$ cat src/design/eedp_pkg.sv
// ----------------------------------------------------------------------------
// Extended event descriptor parser package
// Field widths and byte role codes shared by the channel interfaces and the
// parser.
// ----------------------------------------------------------------------------
package eedp_pkg;

    localparam int BYTE_W  = 8;
    localparam int ROLE_W  = 4;
    localparam int ITEM_W  = 7;
    localparam int NUM_W   = 4;

    localparam logic [ROLE_W-1:0] PH_TAG       = 4'd0;
    localparam logic [ROLE_W-1:0] PH_LENGTH    = 4'd1;
    localparam logic [ROLE_W-1:0] PH_NUMBERS   = 4'd2;
    localparam logic [ROLE_W-1:0] PH_LANG      = 4'd3;
    localparam logic [ROLE_W-1:0] PH_ITEMS_LEN = 4'd4;
    localparam logic [ROLE_W-1:0] PH_DESC_LEN  = 4'd5;
    localparam logic [ROLE_W-1:0] PH_DESC_CHAR = 4'd6;
    localparam logic [ROLE_W-1:0] PH_ITEM_LEN  = 4'd7;
    localparam logic [ROLE_W-1:0] PH_ITEM_CHAR = 4'd8;
    localparam logic [ROLE_W-1:0] PH_TEXT_LEN  = 4'd9;
    localparam logic [ROLE_W-1:0] PH_TEXT_CHAR = 4'd10;
    localparam logic [ROLE_W-1:0] PH_TRAILING  = 4'd11;

    localparam logic [BYTE_W-1:0] LANG_CHARS = 8'd3;
    localparam logic [ITEM_W-1:0] ITEM_MAX   = 7'd127;

endpackage

$ cat src/design/eedp_if.sv
// ----------------------------------------------------------------------------
// Extended event descriptor parser channels
// Valid/ready interfaces for the raw byte stream and the tagged byte stream.
// ----------------------------------------------------------------------------
interface eedp_byte_if;
    logic                         valid;
    logic                         ready;
    logic [eedp_pkg::BYTE_W-1:0]  data_byte;
    logic                         start_of_descriptor;

    modport source (output valid, output data_byte, output start_of_descriptor,
                    input ready);
    modport sink   (input valid, input data_byte, input start_of_descriptor,
                    output ready);
endinterface

interface eedp_role_if;
    logic                         valid;
    logic                         ready;
    logic [eedp_pkg::ROLE_W-1:0]  byte_role;
    logic [eedp_pkg::BYTE_W-1:0]  byte_value;
    logic [eedp_pkg::ITEM_W-1:0]  item_number;
    logic [eedp_pkg::BYTE_W-1:0]  char_position;
    logic [eedp_pkg::NUM_W-1:0]   this_number;
    logic [eedp_pkg::NUM_W-1:0]   final_number;
    logic                         end_of_descriptor;
    logic                         length_error;

    modport source (output valid, output byte_role, output byte_value,
                    output item_number, output char_position, output this_number,
                    output final_number, output end_of_descriptor,
                    output length_error, input ready);
    modport sink   (input valid, input byte_role, input byte_value,
                    input item_number, input char_position, input this_number,
                    input final_number, input end_of_descriptor,
                    input length_error, output ready);
endinterface

$ cat src/design/extended_event_descriptor_parser_top.sv
// ----------------------------------------------------------------------------
// Extended event descriptor parser
// Tags each byte of an extended event descriptor with its role and tracks
// lengths, item index, string position and descriptor numbers.
// ----------------------------------------------------------------------------
//  port         | dir  | contents
//  desc_stream  | sink | data_byte, start_of_descriptor
//  role_stream  | src  | byte_role, byte_value, item_number, char_position,
//               |      | this_number, final_number, end_of_descriptor,
//               |      | length_error
//
//  One transaction per cycle while the result is not stalled; the result is
//  registered and appears in the cycle after acceptance.
//  rst_n clears the parse state to trailing and empties the result register.
//  A stalled result holds; a new byte is taken in the cycle the result leaves.
// ----------------------------------------------------------------------------
module extended_event_descriptor_parser_top (
    input  logic         clk,
    input  logic         rst_n,
    eedp_byte_if.sink    desc_stream,
    eedp_role_if.source  role_stream
);

    localparam int BW = eedp_pkg::BYTE_W;
    localparam int RW = eedp_pkg::ROLE_W;
    localparam int IW = eedp_pkg::ITEM_W;
    localparam int NW = eedp_pkg::NUM_W;

    logic [RW-1:0] phase_reg,      phase_next;
    logic [BW-1:0] field_left_reg, field_left_next;
    logic [BW-1:0] items_left_reg, items_left_next;
    logic [BW-1:0] desc_left_reg,  desc_left_next;
    logic [IW-1:0] item_cnt_reg,   item_cnt_next;
    logic [BW-1:0] pos_cnt_reg,    pos_cnt_next;
    logic [BW-1:0] numbers_reg,    numbers_next;
    logic          error_reg,      error_next;

    logic          out_valid_reg;
    logic [RW-1:0] role_reg;
    logic [BW-1:0] value_reg;
    logic [IW-1:0] item_out_reg;
    logic [BW-1:0] pos_out_reg;
    logic [BW-1:0] numbers_out_reg;
    logic          end_out_reg;
    logic          error_out_reg;

    logic          accept;
    logic [BW-1:0] b;
    logic [RW-1:0] role;
    logic [BW-1:0] pos;
    logic          last;
    logic [BW-1:0] desc_dec;
    logic [BW-1:0] items_after;
    logic [BW-1:0] field_after;
    logic [IW-1:0] item_inc;
    logic [BW-1:0] pos_inc;

    assign desc_stream.ready = !out_valid_reg || role_stream.ready;
    assign accept = desc_stream.valid && desc_stream.ready;
    assign b = desc_stream.data_byte;

    assign desc_dec    = desc_left_reg - 8'd1;
    assign items_after = (items_left_reg == '0) ? items_left_reg : items_left_reg - 8'd1;
    assign field_after = (field_left_reg == '0) ? field_left_reg : field_left_reg - 8'd1;
    assign item_inc    = (item_cnt_reg < eedp_pkg::ITEM_MAX) ? item_cnt_reg + 7'd1
                                                             : item_cnt_reg;
    assign pos_inc     = pos_cnt_reg + 8'd1;

    always_comb
    begin
        phase_next      = phase_reg;
        field_left_next = field_left_reg;
        items_left_next = items_left_reg;
        desc_left_next  = desc_left_reg;
        item_cnt_next   = item_cnt_reg;
        pos_cnt_next    = pos_cnt_reg;
        numbers_next    = numbers_reg;
        error_next      = error_reg;
        role            = phase_reg;
        pos             = '0;
        last            = 1'b0;

        if (desc_stream.start_of_descriptor)
        begin
            role            = eedp_pkg::PH_TAG;
            phase_next      = eedp_pkg::PH_LENGTH;
            field_left_next = '0;
            items_left_next = '0;
            desc_left_next  = '0;
            item_cnt_next   = '0;
            pos_cnt_next    = '0;
            numbers_next    = '0;
            error_next      = 1'b0;
        end
        else
        begin
            // descriptor length countdown for every role from numbers to text char
            if (phase_reg inside {[eedp_pkg::PH_NUMBERS:eedp_pkg::PH_TEXT_CHAR]})
            begin
                if (desc_left_reg == '0)
                begin
                    error_next = 1'b1;
                end
                else
                begin
                    desc_left_next = desc_dec;
                    last           = (desc_dec == '0);
                end
            end
            // item loop countdown
            if (phase_reg inside {[eedp_pkg::PH_DESC_LEN:eedp_pkg::PH_ITEM_CHAR]})
            begin
                items_left_next = items_after;
                if (items_left_reg == '0)
                begin
                    error_next = 1'b1;
                end
            end

            case (phase_reg)
                eedp_pkg::PH_LENGTH:
                begin
                    desc_left_next = b;
                    last           = (b == '0);
                    phase_next     = eedp_pkg::PH_NUMBERS;
                end
                eedp_pkg::PH_NUMBERS:
                begin
                    numbers_next = b;
                    pos_cnt_next = '0;
                    phase_next   = eedp_pkg::PH_LANG;
                end
                eedp_pkg::PH_LANG:
                begin
                    pos          = pos_cnt_reg;
                    pos_cnt_next = pos_inc;
                    if (pos_inc >= eedp_pkg::LANG_CHARS)
                    begin
                        phase_next = eedp_pkg::PH_ITEMS_LEN;
                    end
                end
                eedp_pkg::PH_ITEMS_LEN:
                begin
                    items_left_next = b;
                    phase_next = (b == '0) ? eedp_pkg::PH_TEXT_LEN : eedp_pkg::PH_DESC_LEN;
                end
                eedp_pkg::PH_DESC_LEN, eedp_pkg::PH_ITEM_LEN:
                begin
                    field_left_next = b;
                    pos_cnt_next    = '0;
                    if (b != '0)
                    begin
                        phase_next = phase_reg + 4'd1;
                    end
                    else if (phase_reg == eedp_pkg::PH_DESC_LEN)
                    begin
                        phase_next = eedp_pkg::PH_ITEM_LEN;
                    end
                    else
                    begin
                        item_cnt_next = item_inc;
                        phase_next = (items_after == '0) ? eedp_pkg::PH_TEXT_LEN
                                                         : eedp_pkg::PH_DESC_LEN;
                    end
                end
                eedp_pkg::PH_DESC_CHAR, eedp_pkg::PH_ITEM_CHAR:
                begin
                    pos             = pos_cnt_reg;
                    pos_cnt_next    = pos_inc;
                    field_left_next = field_after;
                    if (field_after == '0)
                    begin
                        if (phase_reg == eedp_pkg::PH_DESC_CHAR)
                        begin
                            phase_next = eedp_pkg::PH_ITEM_LEN;
                        end
                        else
                        begin
                            item_cnt_next = item_inc;
                            phase_next = (items_after == '0) ? eedp_pkg::PH_TEXT_LEN
                                                             : eedp_pkg::PH_DESC_LEN;
                        end
                    end
                end
                eedp_pkg::PH_TEXT_LEN:
                begin
                    field_left_next = b;
                    pos_cnt_next    = '0;
                    phase_next = (b == '0) ? eedp_pkg::PH_TRAILING : eedp_pkg::PH_TEXT_CHAR;
                end
                eedp_pkg::PH_TEXT_CHAR:
                begin
                    pos             = pos_cnt_reg;
                    pos_cnt_next    = pos_inc;
                    field_left_next = field_after;
                    if (field_after == '0)
                    begin
                        phase_next = eedp_pkg::PH_TRAILING;
                    end
                end
                default:
                begin
                    role       = eedp_pkg::PH_TRAILING;
                    phase_next = eedp_pkg::PH_TRAILING;
                    if (desc_left_reg != '0)
                    begin
                        desc_left_next = desc_dec;
                        last           = (desc_dec == '0);
                    end
                end
            endcase
        end
    end

    always_ff @(posedge clk or negedge rst_n)
    begin
        if (!rst_n)
        begin
            phase_reg      <= eedp_pkg::PH_TRAILING;
            field_left_reg <= '0;
            items_left_reg <= '0;
            desc_left_reg  <= '0;
            item_cnt_reg   <= '0;
            pos_cnt_reg    <= '0;
            numbers_reg    <= '0;
            error_reg      <= 1'b0;
            out_valid_reg  <= 1'b0;
        end
        else
        begin
            if (accept)
            begin
                phase_reg      <= phase_next;
                field_left_reg <= field_left_next;
                items_left_reg <= items_left_next;
                desc_left_reg  <= desc_left_next;
                item_cnt_reg   <= item_cnt_next;
                pos_cnt_reg    <= pos_cnt_next;
                numbers_reg    <= numbers_next;
                error_reg      <= error_next;
                out_valid_reg  <= 1'b1;
            end
            else if (role_stream.ready)
            begin
                out_valid_reg <= 1'b0;
            end
        end
    end

    always_ff @(posedge clk)
    begin
        if (accept)
        begin
            role_reg        <= role;
            value_reg       <= b;
            item_out_reg    <= item_cnt_next;
            pos_out_reg     <= pos;
            numbers_out_reg <= numbers_next;
            end_out_reg     <= last;
            error_out_reg   <= error_next;
        end
    end

    assign role_stream.valid             = out_valid_reg;
    assign role_stream.byte_role         = role_reg;
    assign role_stream.byte_value        = value_reg;
    assign role_stream.item_number       = item_out_reg;
    assign role_stream.char_position     = pos_out_reg;
    assign role_stream.this_number       = numbers_out_reg[BW-1:BW-NW];
    assign role_stream.final_number      = numbers_out_reg[NW-1:0];
    assign role_stream.end_of_descriptor = end_out_reg;
    assign role_stream.length_error      = error_out_reg;

    a_start_tag: assert property (@(posedge clk) disable iff (!rst_n)
        accept && desc_stream.start_of_descriptor
        |=> out_valid_reg && role_reg == eedp_pkg::PH_TAG && phase_reg == eedp_pkg::PH_LENGTH)
        else $error("start byte not tagged or parse not restarted");

    a_tag_clean: assert property (@(posedge clk) disable iff (!rst_n)
        out_valid_reg && role_reg == eedp_pkg::PH_TAG
        |-> !error_out_reg && item_out_reg == '0 && numbers_out_reg == '0)
        else $error("tag transaction carries stale descriptor state");

    a_trailing_no_error: assert property (@(posedge clk) disable iff (!rst_n)
        accept && !desc_stream.start_of_descriptor && phase_reg == eedp_pkg::PH_TRAILING
        |=> error_reg == $past(error_reg) && phase_reg == eedp_pkg::PH_TRAILING)
        else $error("trailing byte changed error flag or phase");

endmodule

$ cat src/flat_wrapper.sv
// flat-port wrapper written by rule: the top's interface ports become plain ports
module extended_event_descriptor_parser_top_flat 
  (clk, rst_n, desc_stream_valid, desc_stream_data_byte, desc_stream_start_of_descriptor, desc_stream_ready, role_stream_valid, role_stream_byte_role, role_stream_byte_value, role_stream_item_number, role_stream_char_position, role_stream_this_number, role_stream_final_number, role_stream_end_of_descriptor, role_stream_length_error, role_stream_ready);
  eedp_byte_if desc_stream_i ();
  eedp_role_if role_stream_i ();
  input  logic clk;
  input  logic rst_n;
  input wire logic [$bits(desc_stream_i.valid)-1:0] desc_stream_valid;
  input wire logic [$bits(desc_stream_i.data_byte)-1:0] desc_stream_data_byte;
  input wire logic [$bits(desc_stream_i.start_of_descriptor)-1:0] desc_stream_start_of_descriptor;
  output wire logic [$bits(desc_stream_i.ready)-1:0] desc_stream_ready;
  output wire logic [$bits(role_stream_i.valid)-1:0] role_stream_valid;
  output wire logic [$bits(role_stream_i.byte_role)-1:0] role_stream_byte_role;
  output wire logic [$bits(role_stream_i.byte_value)-1:0] role_stream_byte_value;
  output wire logic [$bits(role_stream_i.item_number)-1:0] role_stream_item_number;
  output wire logic [$bits(role_stream_i.char_position)-1:0] role_stream_char_position;
  output wire logic [$bits(role_stream_i.this_number)-1:0] role_stream_this_number;
  output wire logic [$bits(role_stream_i.final_number)-1:0] role_stream_final_number;
  output wire logic [$bits(role_stream_i.end_of_descriptor)-1:0] role_stream_end_of_descriptor;
  output wire logic [$bits(role_stream_i.length_error)-1:0] role_stream_length_error;
  input wire logic [$bits(role_stream_i.ready)-1:0] role_stream_ready;
  assign desc_stream_i.valid = desc_stream_valid;
  assign desc_stream_i.data_byte = desc_stream_data_byte;
  assign desc_stream_i.start_of_descriptor = desc_stream_start_of_descriptor;
  assign desc_stream_ready = desc_stream_i.ready;
  assign role_stream_valid = role_stream_i.valid;
  assign role_stream_byte_role = role_stream_i.byte_role;
  assign role_stream_byte_value = role_stream_i.byte_value;
  assign role_stream_item_number = role_stream_i.item_number;
  assign role_stream_char_position = role_stream_i.char_position;
  assign role_stream_this_number = role_stream_i.this_number;
  assign role_stream_final_number = role_stream_i.final_number;
  assign role_stream_end_of_descriptor = role_stream_i.end_of_descriptor;
  assign role_stream_length_error = role_stream_i.length_error;
  assign role_stream_i.ready = role_stream_ready;
  extended_event_descriptor_parser_top u_core (.clk(clk), .rst_n(rst_n), .desc_stream(desc_stream_i), .role_stream(role_stream_i));
endmodule
$ cat config.mk
export PLATFORM = sky130hd
export DESIGN_NAME = extended_event_descriptor_parser_top_flat
export DESIGN_NICKNAME = d
export VERILOG_FILES = /design/src/design/eedp_pkg.sv /design/src/design/eedp_if.sv /design/src/design/extended_event_descriptor_parser_top.sv /design/src/flat_wrapper.sv
export SDC_FILE = /design/constraint.sdc
export NUM_CORES = 1
export LEC_CHECK = 0
export BUFFER_PORTS_ARGS = -buffer_cell sky130_fd_sc_hd__buf_2
export CELL_PAD_IN_SITES_DETAIL_PLACEMENT = 2
export CELL_PAD_IN_SITES_GLOBAL_PLACEMENT = 2
export CORE_ASPECT_RATIO = 0.75
export CORE_MARGIN = 2
export CORE_UTILIZATION = 40
export DETAILED_ROUTE_END_ITERATION = 10
export GPL_TIMING_DRIVEN = 0
export PLACE_DENSITY_LB_ADDON = 0.08
export SLEW_MARGIN = 5
export SYNTH_ARGS = -nofsm -noshare
export SYNTH_HDL_FRONTEND = slang
export SYNTH_SLANG_ARGS = --single-unit
$ cat constraint.sdc
create_clock -name clk -period 7.9 [get_ports clk]
set_clock_uncertainty 0.05 [all_clocks]
set_input_delay 0.79 -clock clk [delete_from_list [all_inputs] [get_ports clk]]
set_output_delay 0.79 -clock clk [all_outputs]
set_load 0.02 [all_outputs]
== Yosys cells after proc, flatten, opt, wreduce, memory -nomap -nowiden ==
Index checks and enable logic that the tools add are counted.
Operators by class
  $lt $le $gt $ge: 6
  multiplexer cells: 46
  $add $sub $neg: 6
  bitwise gates (word level): 2
  reductions and logical operators: 32
  equality and inequality tests: 13
Operators with widths (count)
  8-bit 2-to-1 mux: 13
  8-bit logical NOT: 7
  8-bit one-hot mux with 2 select lines: 3
  7-bit 2-to-1 mux: 6
  4-bit 2-to-1 mux: 10
  4-bit one-hot mux with 8 select lines: 1
  8-bit by 1-bit subtractor with 8-bit output, second input constant: 3
  4-bit by 3-bit equality test with 1-bit output, second input constant: 4
  8-bit nonzero test: 2
  7-bit one-hot mux with 2 select lines: 1
  4-bit equality test, second input constant: 3
  1-bit 2-to-1 mux: 11
  10-bit OR reduction: 1
  3-bit by 2-bit inequality test with 1-bit output, second input constant: 3
  3-bit nonzero test: 3
  9-bit OR reduction: 1
  8-bit by 1-bit adder with 8-bit output, second input constant: 1
  4-bit by 2-bit equality test with 1-bit output, second input constant: 2
  8-bit by 2-bit >= comparator with 1-bit output, second input constant: 1
  4-bit <= comparator, second input constant: 2
  2-bit OR reduction: 4
  4-bit OR reduction: 2
  7-bit by 1-bit adder with 7-bit output, second input constant: 1
  7-bit < comparator, second input constant: 1
  13 further kinds: 19
Word-level totals
  logic and storage cells: 122
  register bits after elaboration: 90
  output and inout port bits: 39

== Longest topological paths before layout ==
Gate-level depths: netlist (run 1).
  depth in word-level cells: 8
  depth in mapped cells: 10

== Worst setup path before layout (run 1) ==
Ideal clock, no wire load.
  path kind: in2reg
  start: input port role_stream_ready
  end: register u_core.numbers_out_reg[0], enable pin
  arrival: 2.854 ns
  setup time: 0.416 ns
  stages on the path: 5
  setup slack: 4.580 ns
  cells stage by stage: nand2b_1 > nand2_1 > inv_1 > clkbuf_1 > clkbuf_1
Between the ends
  word-level cells in the longest chain between the ends: 2
Ends and longest elaborated chain
  from (decl): RTL line flat_wrapper.sv:21  | input wire logic [$bits(role_stream_i.ready)-1:0] role_stream_ready;
  1-bit logical OR: RTL line extended_event_descriptor_parser_top.sv:58  | assign desc_stream.ready = !out_valid_reg || role_stream.ready;
  1-bit logical AND: RTL line extended_event_descriptor_parser_top.sv:59  | assign accept = desc_stream.valid && desc_stream.ready;
  net u_core.accept: RTL line extended_event_descriptor_parser_top.sv:47  | logic accept;
  to (signal assigned): RTL line extended_event_descriptor_parser_top.sv:258  | numbers_out_reg <= numbers_next;
  to (decl): RTL line extended_event_descriptor_parser_top.sv:43  | logic [BW-1:0] numbers_out_reg;
The timed path passes the listed nets, and every way through them passes these cells.
A chain may end at the register's enable or synchronous reset.

== Worst setup path after layout (run 1) ==
  start: register u_core.phase_reg[0]
  end: register u_core.pos_cnt_reg[6]
Between the ends
  word-level cells in the longest chain between the ends: 4
  elaborated cells on any way between the ends: 14
  those cells by class: eq/ne (8); mux (2); reduce/logical (4)
Ends and longest elaborated chain
  from (decl): RTL line extended_event_descriptor_parser_top.sv:29  | logic [RW-1:0] phase_reg, phase_next;
  from (signal assigned): RTL line extended_event_descriptor_parser_top.sv:219  | phase_reg <= eedp_pkg::PH_TRAILING;
  from (signal assigned): RTL line extended_event_descriptor_parser_top.sv:233  | phase_reg <= phase_next;
  4-bit by 2-bit equality test with 1-bit output, or another cell as far along: RTL line extended_event_descriptor_parser_top.sv:120  | case (phase_reg)
  4-bit OR reduction (no source line)
  8-bit one-hot mux with 2 select lines or 3-bit nonzero test (tied branches)
  8-bit 2-to-1 mux or 2-bit AND reduction (tied branches)
  to (signal assigned): RTL line extended_event_descriptor_parser_top.sv:238  | pos_cnt_reg <= pos_cnt_next;
  to (decl): RTL line extended_event_descriptor_parser_top.sv:34  | logic [BW-1:0] pos_cnt_reg, pos_cnt_next;
Parallel ways exist; a longest one is shown, timed or not.

==> results of run 1 <==
==> Yosys cell counts, types with 3 or more instances <==
| cell | instances |
|---|---|
| edfxtp_1 | 37 |
| dfstp_2 | 3 |
| buf_2 | 10 |
| o21ai_1 | 7 |
| a22o_1 | 3 |
| xnor2_1 | 6 |
| or4_4 | 3 |
| and2_1 | 14 |
| or3_1 | 9 |
| and3_1 | 5 |
| o21ai_0 | 49 |
| ha_1 | 13 |
| nor2b_1 | 8 |
| or4_1 | 9 |
| a22oi_1 | 5 |
| o31ai_1 | 12 |
| dfrtp_1 | 50 |
| mux2i_1 | 8 |
| clkbuf_1 | 23 |
| a221oi_1 | 3 |
| a41oi_1 | 3 |
| nor3_1 | 21 |
| a311oi_1 | 6 |
| nor2_1 | 53 |
| nor4_1 | 9 |
| a21oi_1 | 51 |
| xor2_1 | 4 |
| o211ai_1 | 4 |
| nor3b_1 | 5 |
| nand3_1 | 19 |
| nand2b_1 | 8 |
| nand4_1 | 4 |
| a31oi_1 | 10 |
| o21a_1 | 3 |
| a21o_1 | 4 |
| nand2_1 | 104 |
| inv_1 | 20 |
| a211oi_1 | 7 |
==> cells by family after synthesis <==
family / after synthesis
AND/OR/NAND/NOR: 288
AO/OA/AOI/OAI: 195
flip-flops: 90
buffers and inverters: 58
adder cells (fa/ha/maj): 13
multiplexers: 11
XOR/XNOR: 10
==> layout make-up <==
cell class                      count  area [µm²]
Multi-Input combinational cell    517        3090
Clock buffer                        9       225.2
Clock inverter                      7       92.59
Timing Repair Buffer               52       277.8
Antenna cell                        1       2.502
Fill cell                        1585        7682
Buffer                             38       173.9
Inverter                           20       75.07
Tap cell                          200       250.2
Sequential cell                    90        2441
==> power by group through the flow <==
| stage | sequential, mW | combinational (mW) | clock, mW |
|---|---|---|---|
| after CTS | 0.660 | 0.877 | 0.481 |
| after detailed placement | 0.668 | 0.869 | 0 |
| after global routing | 0.674 | 0.976 | 0.492 |
| final | 0.662 | 0.882 | 0.472 |
| after global placement | 0.660 | 0.819 | 0 |
| after floorplan | 0.661 | 0.596 | 0 |
==> worst max-delay path, stage by stage, from the launching register on <==
cell      delay, ns
dfstp_2        0.63
inv_1          0.18
ha_1           0.25
clkbuf_1       0.25
and3b_1        0.27
clkbuf_1       0.19
a21oi_1        0.74
a21oi_1        0.44
and2_0         0.28
o21ai_0        0.15
o31ai_1        0.10
==> path summary, 6_finish.rpt <==
kind	start	to	slack (ns)	cells after the start
max in group asynchronous	rst_n	u_core.desc_left_reg[1]	6.80	1
worst max-delay path	u_core.phase_reg[0]	u_core.pos_cnt_reg[6]	4.24	10
min in group asynchronous	rst_n	u_core.items_left_reg[4]	0.46	1
worst min-delay path	u_core.error_reg	u_core.error_reg	0.43	2
worst max register to register	u_core.phase_reg[0]	u_core.pos_cnt_reg[6]	4.24	10
worst min register to register	u_core.error_reg	u_core.error_reg	0.43	2
==> metal layers <==
metal | routed length, µm | track usage (%)
met3 | 687 | 5.004
met4 | 544 | 10.61
met5 | 0 | 0
met1 | 10070 | 39.22
met2 | 10480 | 49.31
==> run summary, run 1 <==
status -> finished clean
most common flop cell mapped by yosys -> dfrtp_1
proportion of synthesized area in mux cells -> 2.035%
CP Class -> register to register
leak pwr -> 2.698 nW
Clk pin slew, worst setup/hold paths -> 0.07 ns
Final min period -> 3.664 ns
# setup viols final -> 0
Cell Pwr Density -> 304.0 nW/µm²
share of layout cells above drive strength 1 -> 14.05%
HP Class -> register to register
syn avg cell area -> 8.691 µm²
Buffers on Ports -> 51
Final Util -> 46.32%
cts repair resizes -> 0
Post-Synth Simple-Gate Area -> 25.35%
EDFF count, synth -> 37
hold_ws -> 0.4317 ns
Total GRT Usage -> 29.65%
Hold Vio Cnt, Final -> 0
DP Worst Slack -> 4.308 ns
Post-Synthesis Net Count -> 691
first-pass GRT wire length -> 34580 µm
setup TNS -> 0 ns
CTS tree -> yes
root buffer cell -> clkbuf_16
largest cells by area after synthesis -> dfrtp_1 22%, edfxtp_1 19%, nand2_1 6.8%, a21oi_1 4.4%, o21ai_0 4.2%
endpoint class of the critical path -> register
clock power share -> 23.4%
Die Area -> 15440 µm²
final cell count without fillers -> 934
Worst slew margin -> 17.82%
largest net degree at the start of global routing -> 54
Comb power frac -> 43.7%
maxcap violations -> 0
Row Count -> 38
Synth Area in XOR/XNOR -> 1.515%
CTS buffer count -> 9
Ports -> 52
post-synth cell types -> 81
DR iter-0 viols -> 409
DRC viols -> 0
Synth Warn # -> 0
Synth Instances -> 665
placed wire-length estimate -> 15520 µm
drt wl/cell -> 23.33 µm
sequential power share -> 32.8%
Post-DRT Antenna Nets -> 0
f_max -> 272.9 MHz
Post-Synth Adder-Cell Area -> 2.814%
total chip power -> 2.016 mW
ys async rst share -> 58.89%
dpl cell area -> 6309 µm²
Max rail drop VDD -> 0.0001528 V
Nets -> 754
P_sw -> 0.8843 mW
vias -> 5631
clock sink count -> 90
Post-CTS Setup Inserts -> 0
most common cell after layout, fill and taps aside -> nand2_1
H-tree levels -> 3
DR vias/cell -> 6.029
Hold-fix buffers, CTS -> 0
CTS max path bufs -> 2
chip height -> 108.1 µm
worst setup margin -> 4.236 ns
initial antenna violation count -> 1
Synth top area share -> 21.65%
Int Pwr -> 1.131 mW
compound-gate portion of the synthesized area -> 21.76%
GRT Residual Overflow -> 0
Required @ worst endpoint -> 8.09 ns
Tcrit/Tclk final -> 46.38%
largest family of logic cells by synthesized area -> simple AND/OR/NAND/NOR gates
final wirelength -> 21790 µm
vias in the first global route -> 6124
worst skew pair latency -> 0.36 ns
Routability Congestion -> 0.8619
Worst Path Arrival -> 3.86 ns
placed cell count -> 917
most frequent cells in the layout -> 104 x nand2_1, 60 x buf_2, 53 x nor2_1
Slew Limit Fails -> 0
sw frac -> 43.87%
RSZ-0062 raised after global routing -> no
Synth Register Bits -> 90
largest area contributor in the netlist -> dfrtp_1
Die Wd -> 142.8 µm
final instance area -> 6629 µm²
post-synthesis sequential area ratio -> 42.24%
Post-Syn Area -> 5779 µm²
total core area -> 14310 µm²
router iterations before antenna repair -> 4
worst-path fanout max -> 10
area growth from synthesis to layout -> 14.70%
worst slew pin tran -> 1.222 ns
Starting Density -> 40.38%
Startpoint Class -> register
No activity file was read; power rests on OpenSTA's default activity.
==> run 2, diff against run 1 <==
- CORE_UTILIZATION: 40 -> 37
- clock period: 7.9 -> 3.5 ns (I/O delays scaled with it)
==> run 2 against run 1 <==
Clock power rose by 120%. Non-clock buffer count did not move. Register-to-register slack got worse by 4.0 ns. Power rose by 120%. Die area rose by 7.8%. Maximum frequency rose by 12%. Count of clock-buffer cells in the layout rose by 1. Critical path depth fell by 1. Flip-flop and latch count did not move. Setup slack got worse by 4.0 ns. Core utilization fell by 2.9 points. Critical path type unchanged. Largest cell class unchanged. Largest power group unchanged.
==> run summary, run 2 (synthesis results as in run 1) <==
most common cell after layout, fill and taps aside -> nand2_1
status -> finished clean
largest net degree at the start of global routing -> 54 (unchanged)
Final Util -> 43.42% (-2.9 points)
Cell Pwr Density -> 679.8 nW/µm² (+120%)
routing usage on met1 -> 37.90% (-1.3 points)
Ports -> 52 (unchanged)
share of layout cells above drive strength 1 -> 14.46% (+0.41 points)
final cell count without fillers -> 938 (+0.43%)
CP top delay family -> compound AO/OA/AOI/OAI gates
M3 GR Usage -> 4.959% (-0.045 points)
worst path bufs/invs -> 3 (unchanged)
worst-path fanout max -> 10 (unchanged)
CTS max path bufs -> 2 (unchanged)
endpoint class of the critical path -> register
initial antenna violation count -> 0 (-1)
CTS tree -> yes
RSZ-0062 raised after global routing -> no
Hold Vio Cnt, Final -> 0 (unchanged)
crit-path cells -> inv_1 -> ha_1 -> clkbuf_1 -> and3b_1 -> clkbuf_1 -> a21oi_2 -> nor2_1 -> a211o_2 -> mux2_1
dpl cell area -> 6315 µm² (about the same)
final instance area -> 6631 µm² (about the same)
Startpoint Class -> register
Worst setup startpoint -> u_core.phase_reg[0]
drt wl/cell -> 23.09 µm (-1.0%)
Routability Congestion -> 0.8772 (+1.8%)
Crit path largest cell delay -> 0.64 ns (-0.10 ns)
Worst slew margin -> 7.139% (-11 points)
Tcrit/Tclk final -> 93.23% (+47 points)
Die Area -> 16650 µm² (+7.8%)
root buffer cell -> clkbuf_16
vias -> 5556 (-1.3%)
Slew Limit Fails -> 0 (unchanged)
Buffers on Ports -> 51 (unchanged)
DRC viols -> 0 (unchanged)
crit-path most repeated cell -> clkbuf_1
total core area -> 15270 µm² (+6.7%)
DR vias/cell -> 5.923 (-1.8%)
clock sink count -> 90 (unchanged)
first-pass GRT wire length -> 34750 µm (+0.48%)
Max rail drop VDD -> 0.0003016 V (+97%)
H-tree levels -> 3 (unchanged)
R2R Path Start -> u_core.phase_reg[0]
maxcap violations -> 0 (unchanged)
HP Class -> primary input to asynchronous set/reset pin
placed cell count -> 922 (+0.55%)
DR iter-0 viols -> 294 (-28%)
Row Count -> 39 (+2.6%)
worst slew pin tran -> 1.381 ns (+0.1588 ns)
Diodes inserted -> 0 (-1)
Final min period -> 3.263 ns (-0.4010 ns)
hold_ws -> 0.02520 ns (-0.4065 ns)
GRT Max-Usage Layer -> met2
placed wire-length estimate -> 15370 µm (-0.98%)
vias in the first global route -> 6032 (-1.5%)
chip height -> 112.2 µm (+3.8%)
Required @ worst endpoint -> 3.69 ns (-4.40 ns)
f_max -> 306.5 MHz (+12%)
Clk pin slew, worst setup/hold paths -> 0.07 ns (about the same)
CP Class -> register to register
met2 Use GR -> 43.86% (-5.5 points)
Die Wd -> 148.3 µm (+3.9%)
Post-DRT Antenna Nets -> 0 (unchanged)
Worst Path Arrival -> 3.46 ns (-0.40 ns)
critical path's slowest cell -> dfstp_2
worst skew pair latency -> 0.36 ns (about the same)
final wirelength -> 21660 µm (-0.60%)
GRT Residual Overflow -> 0 (unchanged)
CTS buffer count -> 9 (unchanged)
Nets -> 754 (unchanged)
Total GRT Usage -> 27.07% (-2.6 points)
setup TNS -> 0 ns (unchanged)
area growth from synthesis to layout -> 14.74% (about the same)
router iterations before antenna repair -> 4 (unchanged)
Starting Density -> 37.84% (-2.5 points)
most frequent cells in the layout -> 104 x nand2_1, 60 x buf_2, 52 x nor2_1
leak pwr -> 2.685 nW (-0.50%)
# setup viols final -> 0 (unchanged)
run 2: cell types whose count changed in the layout (fill, tap and decap cells not counted), sizes merged:
cell      before  now
clkinv         2    1
clkbuf        34   35
clkinvlp       0    2
inv           24   22
diode          1    0
run 2: layout make-up:
cell class,count,area [µm²]
fillers,1720,8642
multi-input cells,517,3104
clock inverters,6,73.82
repair buffers,52,277.8
flip-flops and latches,90,2441
well taps,205,256.5
clock buffers,10,229.0
inverters,20,75.07
plain buffers,38,173.9
run 2: through the flow:
step                      total power, mW  setup WS (ns)
after floorplan                     2.836         0.5282
after global placement              3.365        -0.4512
after detailed placement            3.474       -0.08088
after CTS                           4.526        0.03946
after global routing                4.816        0.03608
final                               4.508         0.2371
run 2: power breakdown:
part	internal, mW	total [mW]	leakage, nW	switching (mW)
logic	0.693	1.99	1.47	1.30
registers	1.29	1.49	1.07	0.200
clock network	0.564	1.03	0.141	0.465
total	2.55	4.51	2.68	1.96
run 2: worst reg2reg max path: cells and delay by family (launching register included):
family,cells,cell delay [ns]
adders and majority gates,1,0.26
buffers and inverters,3,0.61
muxes,1,0.33
and+or+nand+nor,2,0.38
AOI/OAI and AO/OA,2,0.88
DFF,1,0.64
run 2: final timing paths:
check | end | slack, ns | depth (start not counted)
hold / removal | u_core.numbers_reg[2] | 0.03 | 1
max in group asynchronous | u_core.item_cnt_reg[4] | 2.87 | 1
setup / recovery | u_core.phase_reg[2] | 0.24 | 9
hold reg to reg | u_core.error_reg | 0.43 | 2
min in group clk | u_core.role_stream.valid | 0.17 | 2
setup reg to reg | u_core.phase_reg[2] | 0.24 | 9
run 2: timing repair:
item | CTS | global route
gates cloned | 0 | 0
resized for setup | 1 | 3
hold buffers | 0 | 0
setup buffers | 0 | 0
setup endpoints to repair | 9 | 10
run 2: layer usage:
layer / part of all wire [%] / routed length, µm
met5: 0 / 0
met4: 1.5 / 316
met3: 3.6 / 782
met2: 47 / 10260
met1: 48 / 10300
==> run 3, diff against run 2 <==
- CORE_MARGIN: 2 -> unset
==> run 3 against run 2 <==
First-iteration DRC count up 23%. Critical path depth shrank 2. Via count is 2.0% higher. Largest cell class unchanged.
==> run summary, run 3 (synthesis results as in run 1) <==
status -> finished clean
vias -> 5665 (+2.0%)
Tcrit/Tclk final -> 91.16% (-2.1 points)
root buffer cell -> clkbuf_16
area growth from synthesis to layout -> 14.64% (about the same)
leak pwr -> 2.691 nW (+0.25%)
vias in the first global route -> 6025 (-0.12%)
Post-DRT Antenna Nets -> 0 (unchanged)
drt wl/cell -> 23.48 µm (+1.7%)
Final min period -> 3.190 ns (-0.07244 ns)
CTS buffer count -> 9 (unchanged)
worst setup margin -> 0.3095 ns (+0.07244 ns)
RSZ-0062 raised after global routing -> no
chip height -> 110.2 µm (-1.8%)
Startpoint Class -> register
DR vias/cell -> 6.039 (+2.0%)
most frequent cells in the layout -> 104 x nand2_1, 60 x buf_2, 53 x nor2_1
total core area -> 15220 µm² (-0.32%)
Post-CTS Setup Inserts -> 0 (unchanged)
critical path's slowest cell -> dfstp_2
worst slew pin tran -> 1.242 ns (-0.1394 ns)
# setup viols final -> 0 (unchanged)
Clk pin slew, worst setup/hold paths -> 0.07 ns (about the same)
worst-path fanout max -> 10 (unchanged)
placed wire-length estimate -> 15450 µm (+0.47%)
initial antenna violation count -> 0 (unchanged)
Starting Density -> 37.96% (+0.12 points)
crit-path cells -> ha_1 -> clkbuf_1 -> nand2_1 -> or4_1 -> a211oi_1 -> a211o_2 -> mux2_1
Buffers on Ports -> 51 (unchanged)
clock sink count -> 90 (unchanged)
f_max -> 313.4 MHz (+2.3%)
Row Count -> 39 (unchanged)
cts repair resizes -> 0 (-1)
Final Util -> 43.52% (+0.098 points)
endpoint class of the critical path -> register
H-tree levels -> 3 (unchanged)
Worst Path Arrival -> 3.39 ns (-0.07 ns)
Die Area -> 16130 µm² (-3.1%)
Max rail drop VDD -> 0.0002812 V (-6.8%)
CP Class -> register to register
Worst slew margin -> 16.51% (+9.4 points)
layout filler cell count -> 1712 (-0.47%)
Hold-fix buffers, CTS -> 0 (unchanged)
GRT Residual Overflow -> 0 (unchanged)
share of layout cells above drive strength 1 -> 14.46% (unchanged)
Required @ worst endpoint -> 3.70 ns (about the same)
Hold Vio Cnt, Final -> 0 (unchanged)
Routability Congestion -> 0.8716 (-0.64%)
DRC viols -> 0 (unchanged)
Nets -> 754 (unchanged)
Slew Limit Fails -> 0 (unchanged)
Diodes inserted -> 0 (unchanged)
first-pass GRT wire length -> 34470 µm (-0.79%)
maxcap violations -> 0 (unchanged)
worst skew pair latency -> 0.37 ns (about the same)
Die Wd -> 146.3 µm (-1.3%)
CTS max path bufs -> 2 (unchanged)
most common cell after layout, fill and taps aside -> nand2_1
CTS tree -> yes
DR iter-0 viols -> 363 (+23%)
Cell Pwr Density -> 682.6 nW/µm² (+0.41%)
Crit path largest cell delay -> 0.63 ns (about the same)
router iterations before antenna repair -> 4 (unchanged)
Total GRT Usage -> 28.44% (+1.4 points)
final wirelength -> 22030 µm (+1.7%)
HP Class -> primary input to asynchronous set/reset pin
largest net degree at the start of global routing -> 54 (unchanged)
DP Worst Slack -> 0.09579 ns (+0.1767 ns)
Ports -> 52 (unchanged)
## run 3: layout make-up
type / instances / area (µm²) / share of cell area, %
clock inverter: 7 / 73.82 / 1.114
timing repair buffer: 52 / 277.8 / 4.193
multi-input combinational: 517 / 3102 / 46.82
buffer: 38 / 173.9 / 2.625
clock buffer: 9 / 225.2 / 3.399
tap: 205 / 256.5 / 3.872
inverter: 20 / 75.07 / 1.133
sequential: 90 / 2441 / 36.85
## run 3: stage by stage
stage / instance area, µm² / total power [mW] / hold WS [ns] / TNS [ns] / std cells
2_1_floorplan: 5779 / 2.836 / 0.004409 / 0 / 665
3_3_place_gp: 6291 / 3.340 / 0.4067 / -19.97 / 921
3_5_place_dp: 6315 / 3.474 / 0.4213 / 0 / 922
4_1_cts: 6614 / 4.524 / 0.04594 / 0 / 938
5_1_grt: 6625 / 4.794 / 0.06859 / 0 / 938
6_report: 6625 / 4.522 / 0.02665 / 0 / 938
## run 3: where the power goes
| part | switching (mW) | leakage, nW | internal (mW) |
|---|---|---|---|
| Sequential | 0.197 | 1.07 | 1.29 |
| Clock | 0.509 | 0.148 | 0.508 |
| Combinational | 1.32 | 1.47 | 0.696 |
## run 3: final timing paths
| check | startpoint | to | slack [ns] | cells past startpoint |
|---|---|---|---|---|
| setup reg to reg | u_core.phase_reg[1] | u_core.phase_reg[2] | 0.31 | 7 |
| hold reg to reg | u_core.numbers_reg[3] | u_core.numbers_reg[3] | 0.43 | 2 |
| setup / recovery | u_core.phase_reg[1] | u_core.phase_reg[2] | 0.31 | 7 |
| min in group clk | desc_stream_valid | u_core.role_stream.valid | 0.16 | 2 |
| hold / removal | rst_n | u_core.item_cnt_reg[2] | 0.03 | 1 |
| max in group asynchronous | rst_n | u_core.pos_cnt_reg[0] | 2.86 | 1 |
## run 3: layer usage
metal	track usage, %	wire, µm	share of wire, %	vias up
li1	-	-	-	2577
met1	37.00	10100	46	2932
met2	48.57	10700	49	119
met3	5.226	781	3.5	37
met4	8.557	446	2.0	0
met5	0	0	0	-
## run 3: critical path: cells and delay by family, from the launching register on
kind | cells | cell delay (ns)
adder cells (fa/ha/maj) | 1 | 0.19
AND/OR/NAND/NOR | 2 | 0.84
multiplexers | 1 | 0.34
flip-flops | 1 | 0.63
buffers and inverters | 1 | 0.40
AO/OA/AOI/OAI | 2 | 0.62
